### config.mk
export PLATFORM = sky130hd
export DESIGN_NAME = sia_front
export DESIGN_NICKNAME = d
export VERILOG_FILES = /design/src/rtl/sia_pkg.sv /design/src/rtl/sia_front.sv
export SDC_FILE = /design/constraint.sdc
export NUM_CORES = 1
export LEC_CHECK = 0
export BUFFER_PORTS_ARGS = -buffer_cell sky130_fd_sc_hd__clkbuf_2
export CAP_MARGIN = 15
export CORE_ASPECT_RATIO = 1.4
export CORE_MARGIN = 1
export CORE_UTILIZATION = 44
export DETAILED_ROUTE_END_ITERATION = 6
export PLACE_DENSITY = 0.85
export SLEW_MARGIN = 10
export SYNTH_ARGS = -nofsm -noshare
export SYNTH_HDL_FRONTEND = slang
export SYNTH_SLANG_ARGS = --single-unit
export TNS_END_PERCENT = 100
### constraint.sdc
create_clock -name clk -period 2.63 [get_ports clk]
set_input_delay 0.263 -clock clk [delete_from_list [all_inputs] [get_ports clk]]
set_output_delay 0.263 -clock clk [all_outputs]
set_load 0.05 [all_outputs]
### src/rtl/sia_pkg.sv
package sia_pkg;

    localparam int COORD_W     = 24;
    localparam int VEL_W       = 32;
    localparam int CFG_W       = 17;
    localparam int LEN_W       = 5;
    localparam int CFG_IDX_W   = 2;
    localparam int QUEUE_DEPTH = 2;

    localparam logic [CFG_W-1:0] Q16_ONE        = 17'h10000;
    localparam logic [CFG_W-1:0] MASS_RECIP_RST = 17'd16384;
    localparam logic [CFG_W-1:0] DRAG_KEEP_RST  = 17'd58982;
    localparam logic [LEN_W-1:0] WINDOW_LEN_RST = 5'd8;

    localparam logic [CFG_IDX_W-1:0] CFG_MASS_RECIP = 2'd0;
    localparam logic [CFG_IDX_W-1:0] CFG_DRAG_KEEP  = 2'd1;
    localparam logic [CFG_IDX_W-1:0] CFG_WINDOW_LEN = 2'd2;

    localparam logic REQ_START = 1'b0;

    typedef logic signed [COORD_W-1:0] sia_coord_t;

    typedef enum logic {
        CMD_START,
        CMD_POINT
    } sia_cmd_t;

    typedef struct packed {
        logic       req_type;
        sia_coord_t pt_x;
        sia_coord_t pt_y;
    } sia_in_t;

    typedef struct packed {
        sia_coord_t out_x;
        sia_coord_t out_y;
    } sia_out_t;

    typedef struct packed {
        sia_cmd_t   cmd;
        sia_coord_t pt_x;
        sia_coord_t pt_y;
    } sia_item_t;

    // effective (already limited to 1.0) gains
    typedef struct packed {
        logic [CFG_W-1:0] mass_recip;
        logic [CFG_W-1:0] drag_keep;
    } sia_cfg_t;

    typedef enum logic [3:0] {
        ST_IDLE,
        ST_MUL_A,
        ST_ADD_V,
        ST_MUL_K,
        ST_UPD,
        ST_EVICT_CHK,
        ST_EVICT_SUB,
        ST_PUSH,
        ST_DIV_SETUP,
        ST_DIV,
        ST_DONE
    } sia_state_t;

endpackage

### src/rtl/sia_front.sv
module sia_front
    import sia_pkg::*;
#(
    parameter int WINDOW_MAX = 16
) (
    input  logic                               clk,
    input  logic                               rst_n,
    input  logic                               cfg_wr_en,
    input  logic [CFG_IDX_W-1:0]               cfg_index,
    input  logic [CFG_W-1:0]                   cfg_data,
    input  logic                               in_valid,
    output logic                               in_ready,
    input  sia_in_t                            in_data,
    output logic                               push_valid,
    input  logic                               push_ready,
    output sia_item_t                          push_item,
    output sia_cfg_t                           cfg,
    output logic [$clog2(WINDOW_MAX + 1)-1:0]  win_len
);

    localparam int CNT_W = $clog2(WINDOW_MAX + 1);

    logic [CFG_W-1:0] mass_recip_reg;
    logic [CFG_W-1:0] drag_keep_reg;
    logic [LEN_W-1:0] window_len_reg;

    always_ff @(posedge clk or negedge rst_n)
    begin
        if (!rst_n)
        begin
            mass_recip_reg <= MASS_RECIP_RST;
            drag_keep_reg  <= DRAG_KEEP_RST;
            window_len_reg <= WINDOW_LEN_RST;
        end
        else if (cfg_wr_en)
        begin
            case (cfg_index)
                CFG_MASS_RECIP: mass_recip_reg <= cfg_data;
                CFG_DRAG_KEEP:  drag_keep_reg  <= cfg_data;
                CFG_WINDOW_LEN: window_len_reg <= cfg_data[LEN_W-1:0];
                default:        ;
            endcase
        end
    end

    // gains above one act as one, window length limited to 1..WINDOW_MAX
    always_comb
    begin
        cfg.mass_recip = (mass_recip_reg > Q16_ONE) ? Q16_ONE : mass_recip_reg;
        cfg.drag_keep  = (drag_keep_reg > Q16_ONE) ? Q16_ONE : drag_keep_reg;
        if (window_len_reg == '0)
        begin
            win_len = CNT_W'(1);
        end
        else if (int'(window_len_reg) > WINDOW_MAX)
        begin
            win_len = CNT_W'(WINDOW_MAX);
        end
        else
        begin
            win_len = CNT_W'(window_len_reg);
        end
    end

    always_comb
    begin
        push_item.cmd  = (in_data.req_type == REQ_START) ? CMD_START : CMD_POINT;
        push_item.pt_x = in_data.pt_x;
        push_item.pt_y = in_data.pt_y;
    end

    assign push_valid = in_valid;
    assign in_ready   = push_ready;

endmodule

### Word level (Yosys, flattened, before mapping)

Index checks and enable logic that the tools add are counted.
W data, S select, Z words.

| storage, ports and cells | value |
|---|---|
| word-level logic and storage cells | 18 |
| register bits | 39 |

| cells by class | value |
|---|---|
| mux-type cells | 5 |
| equality and inequality tests | 2 |
| reduce and logical (&&, ||, !) cells | 5 |
| order comparisons | 3 |

Operators with widths:

| cell | number |
|---|---|
| $gt A17 B17 Y1 const B | 2 |
| $mux W17 | 2 |
| $mux W5 | 2 |
| $reduce_and A2 Y1 | 3 |
| $gt A5 B5 Y1 const B | 1 |
| $logic_not A5 Y1 | 1 |
| $eq A2 B1 Y1 const B | 1 |
| $eq A2 B2 Y1 const B | 1 |
| $logic_not A2 Y1 | 1 |
| $mux W1 | 1 |

### Logic depth before layout (Yosys ltp)

| logic depth | value |
|---|---|
| depth after elaboration | 3 |
| mapped depth | 5 |

### Least setup slack after synthesis

OpenSTA, ideal clock, no wires.

| path | value |
|---|---|
| path kind | register to output |
| start point | register mass_recip_reg[3] |
| end point | output port cfg[22] (netlist bit) |
| stages on the path, launching flop included | 4 |
| arrival time | 1.675 ns |
| slack | 0.692 ns |
| path buffers | 0 |
| cells stage by stage | dfrtp_1 -> nor4_2 -> a41oi_2 -> nor2b_1 |

RTL lines:

| item | RTL line | source |
|---|---|---|
| from (decl) | sia_front.sv:23 | `logic [CFG_W-1:0] mass_recip_reg;` |
| from (signal assigned) | sia_front.sv:38 | `CFG_MASS_RECIP: mass_recip_reg <= cfg_data;` |
| to (decl) | sia_front.sv:17 | `output sia_cfg_t cfg,` |

==> key figures <==
Layout
  • Layout Utilization: 0.4717
  • Most common cell after layout, fill and taps aside: clkbuf_2
  • Ratio of cells with drive above 1 in the final layout: 0.6368
  • Most frequent cells in the layout: clkbuf_2, nor2b_1, mux2_2
  • Fin nets: between 200 and 300
  • Fill count: 468
  • P&R area growth vs syn: 1.411%
  • Antenna Cells: 0

STA
  • Final Max Tran Viols: 0
  • Setup violators final: 0
  • Worst-margin pin slew: 958.6 ps
  • Max Freq: about 430 MHz
  • Max_slew headroom: 0.3609
  • Min Tclk post-route: ~2300 ps
  • Clk_skew: 0 ps
  • Final hold vios: 0
  • Setup TNS Final: 0 ps
  • Unrepaired setup endpoints after global routing: no
  • Final period util: 0.8754

Pwr
  • LEAKAGE: 1.063 nW
  • Worst vdd ir: 0.0003834 V
  • Pwr dens: 891.0 nW/µm²

Worst hold path
  • Min-Delay Path Class: in2async

Worst setup path
  • Critical path class: reg2out
  • Critical path, cell by cell: nor4_2, a41oi_2, nor2b_1, clkbuf_2
  • Worst path slowest cell: dfrtp_1
  • Crit path buf inv count: 1
  • Delay-heaviest family, CP: simple AND/OR/NAND/NOR gates
  • Startpoint types: flop
  • Critical path depth: 4
  • CP required: 2370 ps
  • CP max stage delay: 410 ps
  • Worst r2r path cells: 1
  • CP max FO: 10
  • Worst EP arrival: 2040 ps
  • Crit. End Element: output port

Synth
  • #FFs+latches synth: 39
  • Netlist cell types: 19
  • Synthesized cell area: 2305 µm²
  • Syn Nets: roughly 260
  • YS warnings: 0
  • Synthesized area per cell: ~12 µm²
  • Sequential share of the synthesized area: 0.4294
  • Synth Instances: 189

Placed design
  • GPL Wtd Cong: approximately 0.74
  • Final HPWL from detailed placement: 3.854 mm
  • I/O Buffers: 60

Job
  • Max_cap viols: 0

Die
  • # IOs: ~160
  • Die W: 63.17 µm
  • Core area: roughly 5000 µm²
  • Die Y: roughly 88 µm
  • Core Rows: 30
  • Die ar.: around 5500 µm²
  • Initial Util: 0.4652

Clocking
  • # resized after CTS: 0
  • Post-CTS Setup Inserts: 0
  • Root Buffer: clkbuf_8
  • Worst skew pair latency: 280 ps
  • H-tree depth: 2
  • CTS tree: built
  • Clk sinks: 39
  • Clock Path Buffers: 2
  • Hold buffers post-CTS: 0
  • TritonCTS Buffers: 5
  • Clk pin slew, worst setup/hold paths: 70 ps

Global route
  • GR Util All Layers: 0.1901
  • Vias in the first global route: approximately 1400
  • Largest net degree at the start of global routing: 40
  • Antenna violations before repair: 0
  • Overflow after GRT: 0
  • First-pass GRT wire length: 7.603 mm

Drt
  • Detailed Route WL: slightly below 5 mm
  • Vias: 1370
  • ANT nets after route: 0
  • Routed len/inst: 18.74 µm
  • Via density: 5.170
  • DRC viols: 0
  • DR pass1 iterations: 4
  • Initial drt markers: 72

Run status
  • Status: complete, no violations
[report_power, final]
group | switching [W] | internal [W]
Clock | 0.000196 | 0.000186
Combinational | 0.000586 | 0.000256
Sequential | 0.000120 | 0.000739
[synth_stat cells]
library cell  instances  area (µm²)
nor4_2                8       100.1
buf_6                 2       22.52
nand2_1               1       3.750
dfstp_2              11       289.0
dfrtp_1              28       700.7
mux2_4                8       120.1
buf_12                1       20.02
a41oi_2               2       32.53
nand3b_4              1       20.02
mux2_2               30       337.8
nor2b_1              35       219.0
nor3_1                1       5.000
inv_1                 2       7.510
clkbuf_1              3       11.26
nor2_1                2       7.510
o21ai_0               1       5.000
buf_4                51       382.9
nand3b_1              1       7.510
nor3b_2               1       12.51
[metal layers]
layer | share of wire | global-route usage | vias up | routed length [µm]
li1 | - | - | 602 | -
met1 | 0.37 | 0.2046 | 663 | 1835
met2 | 0.48 | 0.3109 | 85 | 2408
met3 | 0.11 | 0.08724 | 20 | 535
met4 | 0.038 | 0.1036 | 0 | 187
met5 | 0 | 0 | - | 0
[area by class of cell]
| class | count | area [µm²] | area share |
|---|---|---|---|
| clock inverters | 1 | 5.005 | 0.002141 |
| multi-input cells | 91 | 870.8 | 0.3726 |
| repair buffers | 61 | 307.8 | 0.1317 |
| flip-flops and latches | 39 | 989.7 | 0.4234 |
| well taps | 64 | 80.08 | 0.03426 |
| clock buffers | 7 | 76.32 | 0.03266 |
| inverters | 2 | 7.507 | 0.003212 |
[worst paths after layout]
| kind | to | slack (ps) | from |
|---|---|---|---|
| max | cfg[26] | 330 | mass_recip_reg[11]$_DFFE_PN0P_ |
| min | drag_keep_reg[12]$_DFFE_PN0P_ | 120 | rst_n |
| max reg2reg | drag_keep_reg[16]$_DFFE_PN0P_ | 1750 | drag_keep_reg[16]$_DFFE_PN0P_ |
| min reg2reg | window_len_reg[0]$_DFFE_PN0P_ | 520 | window_len_reg[0]$_DFFE_PN0P_ |
| max in group asynchronous | window_len_reg[2]$_DFFE_PN0P_ | 1920 | rst_n |
| min in group clk | mass_recip_reg[16]$_DFFE_PN0P_ | 210 | cfg_data[16] |
[per-stage QoR]
stage | area, µm² | power, W | worst slack, ps | hold slack, ps | instances
6_report | 2337 | 0.002082 | 327.8 | 123.7 | 265
5_1_grt | 2337 | 0.002184 | 228.6 | 200.4 | 265
4_1_cts | 2337 | 0.002106 | 311.9 | 147.0 | 265
3_5_place_dp | 2256 | 0.001716 | 630.6 | 461.5 | 257
3_3_place_gp | 2256 | 0.001700 | 617.6 | 447.6 | 257
2_1_floorplan | 2305 | 0.001715 | 692.2 | -32.59 | 189
[cell families (layout without fill, tap and decap cells)]
kind of cell | after synthesis | after routing | synth area share
buf+inv | 59 | 71 | 0.1927
compound gates | 3 | 3 | 0.01628
flops | 39 | 39 | 0.4294
mux | 38 | 38 | 0.1987
simple gates | 50 | 50 | 0.1629
No activity file was read; power rests on OpenSTA's default activity.
