File: src/rtl/sia_pkg.sv
package sia_pkg;

    localparam int COORD_W     = 24;
    localparam int VEL_W       = 32;
    localparam int CFG_W       = 17;
    localparam int LEN_W       = 5;
    localparam int CFG_IDX_W   = 2;
    localparam int QUEUE_DEPTH = 2;

    localparam logic [CFG_W-1:0] Q16_ONE        = 17'h10000;
    localparam logic [CFG_W-1:0] MASS_RECIP_RST = 17'd16384;
    localparam logic [CFG_W-1:0] DRAG_KEEP_RST  = 17'd58982;
    localparam logic [LEN_W-1:0] WINDOW_LEN_RST = 5'd8;

    localparam logic [CFG_IDX_W-1:0] CFG_MASS_RECIP = 2'd0;
    localparam logic [CFG_IDX_W-1:0] CFG_DRAG_KEEP  = 2'd1;
    localparam logic [CFG_IDX_W-1:0] CFG_WINDOW_LEN = 2'd2;

    localparam logic REQ_START = 1'b0;

    typedef logic signed [COORD_W-1:0] sia_coord_t;

    typedef enum logic {
        CMD_START,
        CMD_POINT
    } sia_cmd_t;

    typedef struct packed {
        logic       req_type;
        sia_coord_t pt_x;
        sia_coord_t pt_y;
    } sia_in_t;

    typedef struct packed {
        sia_coord_t out_x;
        sia_coord_t out_y;
    } sia_out_t;

    typedef struct packed {
        sia_cmd_t   cmd;
        sia_coord_t pt_x;
        sia_coord_t pt_y;
    } sia_item_t;

    // effective (already limited to 1.0) gains
    typedef struct packed {
        logic [CFG_W-1:0] mass_recip;
        logic [CFG_W-1:0] drag_keep;
    } sia_cfg_t;

    typedef enum logic [3:0] {
        ST_IDLE,
        ST_MUL_A,
        ST_ADD_V,
        ST_MUL_K,
        ST_UPD,
        ST_EVICT_CHK,
        ST_EVICT_SUB,
        ST_PUSH,
        ST_DIV_SETUP,
        ST_DIV,
        ST_DONE
    } sia_state_t;

endpackage

File: src/rtl/sia_fifo.sv
module sia_fifo
    import sia_pkg::*;
(
    input  logic      clk,
    input  logic      rst_n,
    input  logic      push_valid,
    output logic      push_ready,
    input  sia_item_t push_item,
    output logic      pop_valid,
    input  logic      pop_ready,
    output sia_item_t pop_item
);

    localparam int PTR_W = (QUEUE_DEPTH > 1) ? $clog2(QUEUE_DEPTH) : 1;
    localparam int CNT_W = $clog2(QUEUE_DEPTH + 1);

    sia_item_t        mem_reg [QUEUE_DEPTH];
    logic [PTR_W-1:0] wr_ptr_reg;
    logic [PTR_W-1:0] rd_ptr_reg;
    logic [CNT_W-1:0] count_reg;
    logic             push;
    logic             pop;

    assign push_ready = (count_reg != CNT_W'(QUEUE_DEPTH));
    assign pop_valid  = (count_reg != '0);
    assign pop_item   = mem_reg[rd_ptr_reg];
    assign push       = push_valid && push_ready;
    assign pop        = pop_valid && pop_ready;

    always_ff @(posedge clk or negedge rst_n)
    begin
        if (!rst_n)
        begin
            wr_ptr_reg <= '0;
            rd_ptr_reg <= '0;
            count_reg  <= '0;
        end
        else
        begin
            if (push)
            begin
                wr_ptr_reg <= (wr_ptr_reg == PTR_W'(QUEUE_DEPTH - 1)) ? '0 : wr_ptr_reg + 1'b1;
            end
            if (pop)
            begin
                rd_ptr_reg <= (rd_ptr_reg == PTR_W'(QUEUE_DEPTH - 1)) ? '0 : rd_ptr_reg + 1'b1;
            end
            if (push && !pop)
            begin
                count_reg <= count_reg + 1'b1;
            end
            else if (pop && !push)
            begin
                count_reg <= count_reg - 1'b1;
            end
        end
    end

    always_ff @(posedge clk)
    begin
        if (push)
        begin
            mem_reg[wr_ptr_reg] <= push_item;
        end
    end

    a_count_bound: assert property (@(posedge clk) disable iff (!rst_n)
        count_reg <= CNT_W'(QUEUE_DEPTH))
        else $error("queue count beyond depth");

endmodule

File: config.mk
export PLATFORM = sky130hd
export DESIGN_NAME = sia_fifo
export DESIGN_NICKNAME = d
export VERILOG_FILES = /design/src/rtl/sia_pkg.sv /design/src/rtl/sia_fifo.sv
export SDC_FILE = /design/constraint.sdc
export NUM_CORES = 1
export LEC_CHECK = 0
export BUFFER_PORTS_ARGS = -buffer_cell sky130_fd_sc_hd__buf_2
export CAP_MARGIN = 10
export CORE_ASPECT_RATIO = 0.8
export CORE_MARGIN = 1.5
export CORE_UTILIZATION = 25
export CTS_CLUSTER_DIAMETER = 80
export DETAILED_ROUTE_END_ITERATION = 12
export PLACE_DENSITY = 0.53
export SLEW_MARGIN = 20
export SYNTH_ARGS = -nofsm -noshare
export SYNTH_HDL_FRONTEND = slang
export SYNTH_SLANG_ARGS = --single-unit
File: constraint.sdc
create_clock -name clk -period 3.2 [get_ports clk]
set_input_delay 0.32 -clock clk [delete_from_list [all_inputs] [get_ports clk]]
set_output_delay 0.32 -clock clk [all_outputs]
set_load 0.1 [all_outputs]
# ---- Yosys cells after proc, flatten, opt, wreduce, memory -nomap -nowiden
# Memories as Yosys holds them, arrays and structs flattened.
# Cells that the tools add are included.
# Widths: inputs -> output; s select.
dict set report classes {
  add_sub_neg 4
  n_eq_ne 1
  n_reduce_logical 8
  mux 6
}
# op count
set op_table {}
lappend op_table {{$logic_and 1x1->1} 4}
lappend op_table {{$mux 1} 4}
lappend op_table {{$mux 2} 2}
lappend op_table {{$reduce_bool 2->1} 2}
lappend op_table {{$add 1x1->1 const B} 2}
lappend op_table {{$add 2x1->2 const B} 1}
lappend op_table {{$logic_not 1->1} 2}
lappend op_table {{$ne 2x2->1 const B} 1}
lappend op_table {{$sub 2x1->2 const B} 1}
dict set report word_totals {
  wordCells 23
  input_bits 53
  output_inout_bits 51
  ramBits 98
  reg_bits 4
  n_memories 1
}
# memory words width read_ports rd_ports_with_merged_regs wr line
set memory_table {}
lappend memory_table {mem_reg 2 49 1 0 1 sia_fifo.sv:17} ;# sia_item_t mem_reg [QUEUE_DEPTH];

# ---- Longest topological paths before layout
# Gate-level depths: netlist (run 1).
dict set report depth {
  word_depth 6
  ltp_mapped 7
}

# ---- Worst setup path after synthesis (run 1)
# No wires, ideal clock.
dict set report synth_timing {
  path_type {register to register}
  from {register count_reg[0]}
  to {memory mem_reg[0][0] (netlist name), enable pin}
  arrival_time_ns 3.546
  slack_ns -0.802
  stages_incl_launch_ff 4
  setup_time_ns 0.456
  synth_period_minus_slack_ns 4.002
  t_required_ns 2.744
  cell_sequence {dfrtp_1 -> nand2b_1 -> nand2_1 -> nor2_1}
}
dict set report synth_via {
  elab_chain_len 4
}
# element line
set synth_rtl {}
lappend synth_rtl {{start, declared} sia_fifo.sv:20} ;# logic [CNT_W-1:0] count_reg;
lappend synth_rtl {{start signal, assigned} sia_fifo.sv:50} ;# count_reg <= count_reg + 1'b1;
lappend synth_rtl {{start signal, assigned} sia_fifo.sv:54} ;# count_reg <= count_reg - 1'b1;
lappend synth_rtl {{$ne 2x2->1} sia_fifo.sv:24} ;# assign push_ready = (count_reg != CNT_W'(QUEUE_DEPTH));
lappend synth_rtl {{net push_ready} sia_fifo.sv:7} ;# output logic push_ready,
lappend synth_rtl {{$logic_and 1x1->1} sia_fifo.sv:27} ;# assign push = push_valid && push_ready;
lappend synth_rtl {{$mux 1} sia_fifo.sv:61} ;# if (push)
lappend synth_rtl {{$mux 1 (implied by the code)} sia_fifo.sv:63} ;# mem_reg[wr_ptr_reg] <= push_item;
lappend synth_rtl {{end, declared} sia_fifo.sv:17}
# The timed path passes the listed nets, and every way through them passes these cells.

==> results.rst, run 1 <==
.. list-table::
   :header-rows: 1

   * - Metric
     - Value
   * - Status
     - finished clean
   * - Longest individual stage delay on the worst path
     - 1060 ps
   * - Initial drt markers
     - 91
   * - Initial antenna violation count
     - 0
   * - Start-to-end type of the worst setup path
     - flop to primary output
   * - Cells taking the most area after synthesis
     - edfxtp_1 (74%), mux2_4 (18%), buf_12 (2.5%)
   * - Clock Pin Slew Worst Setup and Hold Paths
     - 70 ps
   * - Async S/R FF share, synth
     - 3.92%
   * - Total global-route track usage
     - 8.29%
   * - Number of flip-flops and latches in the synthesized netlist
     - 102
   * - Final GP Congestion
     - 0.658
   * - Chip width
     - 144 µm
   * - N_diodes
     - 0
   * - Type of element capturing the critical path
     - primary output
   * - Fraction of final layout cells sized beyond drive strength 1
     - 59.8%
   * - Worst Reg-to-Reg Cells
     - 4
   * - Proportion of synthesized chip area in sequential cells
     - 76.4%
   * - Number of setup violations in the final report
     - 0
   * - Site Rows
     - 41
   * - Die area
     - 16700 µm²
   * - Count of different cell masters after synthesis
     - 14
   * - Total half-perimeter wirelength after legalization and detailed placement
     - 4360 µm
   * - Min-Delay Path Depth
     - 1
   * - Clock buffer depth
     - 2
   * - Element type at the critical path start
     - flop
   * - Commonest cells in the synthesized netlist
     - edfxtp_1 (98), mux2_4 (49), buf_12 (5)
   * - Residual overflow from global routing
     - 0
   * - I/O Buffers
     - 103
   * - Global-route wire length before repair
     - 9860 µm
   * - Summed instance area of the synthesized netlist
     - 3980 µm²
   * - CTS H-Tree Depth
     - 3
   * - Final #Nets
     - 336
   * - Number of warning messages in the yosys log
     - 0
   * - Library cell with the largest summed area after synthesis
     - edfxtp_1
   * - Hold Fails Final Rpt
     - 0
   * - Clk Latency, worst-skew pair
     - 340 ps
   * - Wire length per cell
     - 13.4 µm
   * - Gate count of the mapped netlist
     - 171
   * - Number of enable flip-flop cells after synthesis
     - 98
   * - Number of buffers inserted for hold repair after clock tree synthesis
     - 1
   * - Clock period minus final worst setup slack
     - 2470 ps
   * - Headroom to the max-slew limit
     - 36.2%
   * - Io pins
     - 104
   * - Layout Skew
     - 3.27 ps
   * - Maximum number of pins on one net before global-route repair
     - 51
   * - Core footprint
     - 15700 µm²
   * - Max_cap viols
     - 0
   * - Remaining design rule violation count
     - 0
   * - Die height
     - 116 µm
   * - Final non-filler cell total
     - 501
   * - Share of the cycle needed by the critical path after routing
     - 77.1%
   * - Vias per cell
     - 3.81
   * - RSZ-0062 raised after global routing
     - no
   * - Total CTS buffers
     - 9
   * - Vias in the first global route
     - 1936
   * - HP Class
     - input pin to flop
   * - Post-Route Setup TNS
     - 0 ps
   * - Routed vias
     - 1909
   * - Transition time at the pin with the least slew margin
     - 957 ps
   * - Most common cell in the synthesized netlist
     - edfxtp_1
   * - Mean cell area of the mapped netlist
     - 23.3 µm²
   * - Most used flip-flop cell after synthesis
     - edfxtp_1
   * - Crit Path Max Fanout
     - 50
   * - Critical path data required time
     - 2880 ps
   * - Routed Wire Length
     - 6710 µm
   * - CTS tree
     - yes
   * - Root buffer selected by CTS
     - clkbuf_16
   * - Synthesis-to-layout area growth
     - 26.9%
   * - Starting utilization of the core area
     - 25.4%
   * - Number of routed nets with antenna violations
     - 0
   * - Slowest cell on crit path
     - dfrtp_4
   * - Number of sinks on the clock net
     - 102
   * - Post-synth net total
     - 225
   * - Worst Path Arrival
     - 2150 ps
   * - Max Fclk
     - 405 MHz
   * - Length of the first detailed-routing pass in iterations
     - 4
   * - Post-cts repair resize count
     - 0
   * - Ordered cell list for the critical path
     - mux2_4, buf_2
   * - Max reg flops
     - 98
   * - Setup Fix Bufs, Post-CTS
     - 0
   * - Area share of the largest cell type after synthesis
     - 73.9%
   * - Inst Count DP
     - 485
   * - Number of max-slew violations in the final report
     - 0
-- layer usage --
layer / global-route usage (%) / vias to the layer above / share of wire, %
met5: 0 / - / 0
met4: 4.04 / 0 / 1.7
met3: 4.13 / 9 / 8.2
met2: 12.7 / 68 / 47
met1: 9.71 / 942 / 43
li1: - / 890 / -
-- through the flow --
step                hold WS [ps]  worst slack (ps)  area, µm²  util, %
floorplan                   24.4              5.42       3990        -
global placement             133              1050       4710     30.0
detailed placement           134              1040       4710     30.0
CTS                          140               652       5060     32.2
global route                 142               615       5060     32.2
finish                       166               733       5060     32.2
-- layout by cell type (no fill, tap or decap) --
cell type      count
buf_2            103
edfxtp_1          98
mux2_4            49
clkbuf_16          9
xnor2_1            3
bufinv_16          3
dfrtp_1            3
nand2_1            2
xor2_1             2
clkinv_4           2
buf_12             2
nand2b_1           1
inv_1              1
or2_1              1
and3_2             1
nor2_4             1
nor2_1             1
ha_1               1
clkinv_1           1
dlygate4sd3_1      1
dfrtp_4            1
-- cell families (layout without fill, tap and decap cells) --
kind of cell	count (synthesis)	after routing	synth area share, %
flip-flops	102	102	76.4
multiplexers	49	49	18.5
AND/OR/NAND/NOR	7	7	0.848
buffers and inverters	7	122	2.89
XOR/XNOR	5	5	1.10
adder cells (fa/ha/maj)	1	1	0.314
-- final cells by class --
| cell class | instances | area, µm² |
|---|---|---|
| sequential | 102 | 3050 |
| clock inverter | 6 | 111 |
| tap | 215 | 269 |
| clock buffer | 9 | 225 |
| fill | 1575 | 10600 |
| multi-input combinational | 62 | 835 |
| inverter | 1 | 3.75 |
| timing repair buffer | 106 | 566 |
-- path summary, 6_finish.rpt --
| kind | endpoint | start | slack (ps) |
|---|---|---|---|
| worst max-delay path | pop_item[48] | rd_ptr_reg | 730 |
| max in group asynchronous | rd_ptr_reg | rst_n | 2760 |
| worst min register to register | count_reg[1] | count_reg[1] | 500 |
| worst min-delay path | mem_reg[0][40] | push_item[40] | 170 |
| worst max register to register | mem_reg[0][30] | count_reg[0] | 1260 |
| min in group asynchronous | rd_ptr_reg | rst_n | 310 |
-- critical path, delay by kind of cell (launching register included) --
family | cells | cell delay, ps
DFF | 1 | 1060
buffers and inverters | 1 | 420
muxes | 1 | 290
Power of run 1 is left out: the tool's default activity adds up to more than one toggle a clock period on the data nets, which glitch-free logic cannot reach.
==> run 2, diff against run 1 <==
--- a/config.mk
+++ b/config.mk
@@ -5,6 +5,7 @@
 export SDC_FILE = /design/constraint.sdc
 export NUM_CORES = 1
 export LEC_CHECK = 0
+export ABC_AREA = 1
 export BUFFER_PORTS_ARGS = -buffer_cell sky130_fd_sc_hd__buf_2
 export CAP_MARGIN = 10
 export CORE_ASPECT_RATIO = 0.8
@@ -12,7 +13,7 @@
 export CORE_UTILIZATION = 25
 export CTS_CLUSTER_DIAMETER = 80
 export DETAILED_ROUTE_END_ITERATION = 12
-export PLACE_DENSITY = 0.53
+export PLACE_DENSITY = 0.52
 export SLEW_MARGIN = 20
 export SYNTH_ARGS = -nofsm -noshare
 export SYNTH_HDL_FRONTEND = slang
==> constraint.sdc (replaced) <==
create_clock -name clk -period 2.46 [get_ports clk]
set_input_delay 0.246 -clock clk [delete_from_list [all_inputs] [get_ports clk]]
set_output_delay 0.246 -clock clk [all_outputs]
set_load 0.1 [all_outputs]
==> results.rst, run 2 <==
.. list-table::
   :header-rows: 1

   * - Metric
     - Value
   * - Total CTS buffers
     - 9
   * - Vias in the first global route
     - 2329
   * - Mux contribution to synthesized area
     - 0%
   * - Clk Latency, worst-skew pair
     - 340 ps
   * - Longest individual stage delay on the worst path
     - 650 ps
   * - Final GP Congestion
     - 0.709
   * - Routed vias
     - 2334
   * - I/O Buffers
     - 103
   * - Initial drt markers
     - 105
   * - HP Class
     - input pin to flop
   * - Routed Wire Length
     - 7430 µm
   * - Most common cell in the synthesized netlist
     - nand2_1
   * - Area share of the largest cell type after synthesis
     - 76.1%
   * - Crit Path Max Fanout
     - 50
   * - Dominant combinational cell family by area after synthesis
     - simple AND/OR/NAND/NOR gates
   * - Worst slack at placement
     - 506 ps
   * - Most used flip-flop cell after synthesis
     - edfxtp_1
   * - Site Rows
     - 40
   * - CTS tree
     - yes
   * - Number of routed nets with antenna violations
     - 0
   * - Commonest non-fill, non-tap cells in the layout
     - nand2_1 (153), buf_2 (103), edfxtp_1 (98)
   * - Status
     - finished clean
   * - Area fraction in and, or, nand and nor cells after synthesis
     - 16.6%
   * - Clock period minus final worst setup slack
     - 2240 ps
   * - Headroom to the max-slew limit
     - 56.0%
   * - Post-synth net total
     - 339
   * - Min-Delay Path Depth
     - 1
   * - Start-to-end type of the worst setup path
     - flop to primary output
   * - Fraction of final layout cells sized beyond drive strength 1
     - 32.8%
   * - Final Cell Area
     - 4880 µm²
   * - Total global-route track usage
     - 9.59%
   * - Length of the first detailed-routing pass in iterations
     - 4
   * - Io pins
     - 104
   * - Slowest cell on crit path
     - dfrtp_2
   * - Die height
     - 114 µm
   * - Fill cell instance count of the final layout
     - 1518
   * - Layout Skew
     - 4.68 ps
   * - Setup Fix Bufs, Post-CTS
     - 0
   * - Chip width
     - 142 µm
   * - Inst Count DP
     - 590
   * - Clock buffer depth
     - 2
   * - Number of flip-flops and latches in the synthesized netlist
     - 102
   * - Summed instance area of the synthesized netlist
     - 3870 µm²
   * - Gate count of the mapped netlist
     - 285
   * - Final worst-path setup slack
     - 219 ps
   * - Die area
     - 16200 µm²
   * - Xor-xnor portion of the synthesized cell area
     - 0.647%
   * - Final #Nets
     - 446
   * - Max reg flops
     - 98
   * - Maximum number of pins on one net before global-route repair
     - 51
   * - Global-route wire length before repair
     - 11500 µm
   * - Core footprint
     - 15100 µm²
   * - Number of enable flip-flop cells after synthesis
     - 98
   * - RSZ-0062 raised after global routing
     - no
   * - Transition time at the pin with the least slew margin
     - 661 ps
   * - Share of the cycle needed by the critical path after routing
     - 91.1%
   * - Library cell with the largest summed area after synthesis
     - edfxtp_1
   * - Share of synthesized cell area in full adder, half adder and majority cells
     - 0.324%
   * - Number of max-slew violations in the final report
     - 0
   * - Vias per cell
     - 3.85
   * - Worst Reg-to-Reg Cells
     - 9
   * - Commonest cells in the synthesized netlist
     - nand2_1 (153), edfxtp_1 (98), buf_4 (5), buf_6 (5)
   * - Ordered cell list for the critical path
     - inv_8, nand2_1, nand2_1, buf_2
   * - N_diodes
     - 0
   * - Element type at the critical path start
     - flop
   * - Instance area after placement
     - 4610 µm²
   * - Cells taking the most area after synthesis
     - edfxtp_1 (76%), nand2_1 (15%), dfrtp_1 (2.6%)
   * - Type of element capturing the critical path
     - primary output
   * - Number of setup violations in the final report
     - 0
   * - Residual overflow from global routing
     - 0
   * - Starting utilization of the core area
     - 25.7%
   * - Most common cell after layout, fill and taps aside
     - nand2_1
   * - CP dominant cell by count
     - nand2_1
   * - Post-cts repair resize count
     - 0
   * - Max Fclk
     - 446 MHz
   * - Worst Path Arrival
     - 2000 ps
   * - Synthesis-to-layout area growth
     - 26.2%
   * - Hold Fails Final Rpt
     - 0
   * - Final non-filler cell total
     - 606
   * - Wire length per cell
     - 12.3 µm
   * - Area fraction in compound gates after synthesis
     - 0%
   * - Max_cap viols
     - 0
   * - Count of different cell masters after synthesis
     - 18
   * - Clock Pin Slew Worst Setup and Hold Paths
     - 60 ps
   * - Initial antenna violation count
     - 0
   * - Root buffer selected by CTS
     - clkbuf_16
   * - Critical path data required time
     - 2210 ps
   * - Proportion of synthesized chip area in sequential cells
     - 78.7%
   * - Remaining design rule violation count
     - 0
   * - Mean cell area of the mapped netlist
     - 13.6 µm²
   * - Async S/R FF share, synth
     - 3.92%
   * - CTS H-Tree Depth
     - 3
   * - Number of warning messages in the yosys log
     - 0
   * - Number of sinks on the clock net
     - 102
   * - Total half-perimeter wirelength after legalization and detailed placement
     - 4670 µm
==> run 2: changes by cell type after synthesis, moves of 2 or more <==
cell     before  now
nand2_1       2  153
xor2_1        2    0
buf_12        5    0
nand2_4       0    3
inv_2         0    2
inv_1         1    4
mux2_4       49    0
xnor2_1       3    1
buf_6         1    5
buf_4         0    5
==> run 2: repair_timing <==
| item | 4_1_cts | 5_1_grt |
|---|---|---|
| hold buffers | 1 | 0 |
| endpoints found under the setup margin | 0 | 0 |
| endpoints found under the hold margin | 4 | 0 |
==> run 2: metal layers <==
metal / routed length [µm] / global-route usage (%) / share of wire (%)
met5: 0 / 0 / 0
met4: 112 / 3.71 / 1.5
met3: 536 / 3.97 / 7.2
met2: 3450 / 15.7 / 46
met1: 3330 / 11.3 / 45
==> run 2: cell families after synthesis <==
kind of cell | Yosys count
flip-flops | 102
XOR/XNOR | 2
buffers and inverters | 18
adder cells (fa/ha/maj) | 1
AND/OR/NAND/NOR | 162
==> run 2: critical path, delay by kind of cell (launching register included) <==
kind / cells / cell delay [ps]
buffers and inverters: 2 / 790
flip-flops: 1 / 650
AND/OR/NAND/NOR: 2 / 180
==> run 2: final timing paths <==
kind,slack [ps],from,to
worst max-delay path,220,rd_ptr_reg,pop_item[27]
worst min-delay path,90,push_item[1],mem_reg[1][1]
worst max register to register,1030,count_reg[0],count_reg[1]
worst min register to register,520,count_reg[0],count_reg[0]
max in group asynchronous,2070,rst_n,rd_ptr_reg
min in group asynchronous,250,rst_n,count_reg[1]
==> run 2: area by class of cell <==
| cell class | instances | area, µm² | area share (%) |
|---|---|---|---|
| Sequential cell | 102 | 3040 | 62.4 |
| Inverter | 7 | 33.8 | 0.692 |
| Timing Repair Buffer | 107 | 586 | 12.0 |
| Clock inverter | 5 | 27.5 | 0.564 |
| Multi-Input combinational cell | 165 | 696 | 14.3 |
| Tap cell | 210 | 263 | 5.39 |
| Clock buffer | 10 | 229 | 4.69 |
==> run 2: metrics by stage <==
step | hold WS, ps | utilization (%) | setup TNS, ps
floorplan | -49.6 | - | -6560
global placement | 58.9 | 30.6 | 0
detailed placement | 64.1 | 30.6 | 0
CTS | 69.5 | 32.4 | 0
global route | 66.8 | 32.4 | 0
finish | 90.5 | 32.4 | 0
Power of run 2 is left out for the same reason.
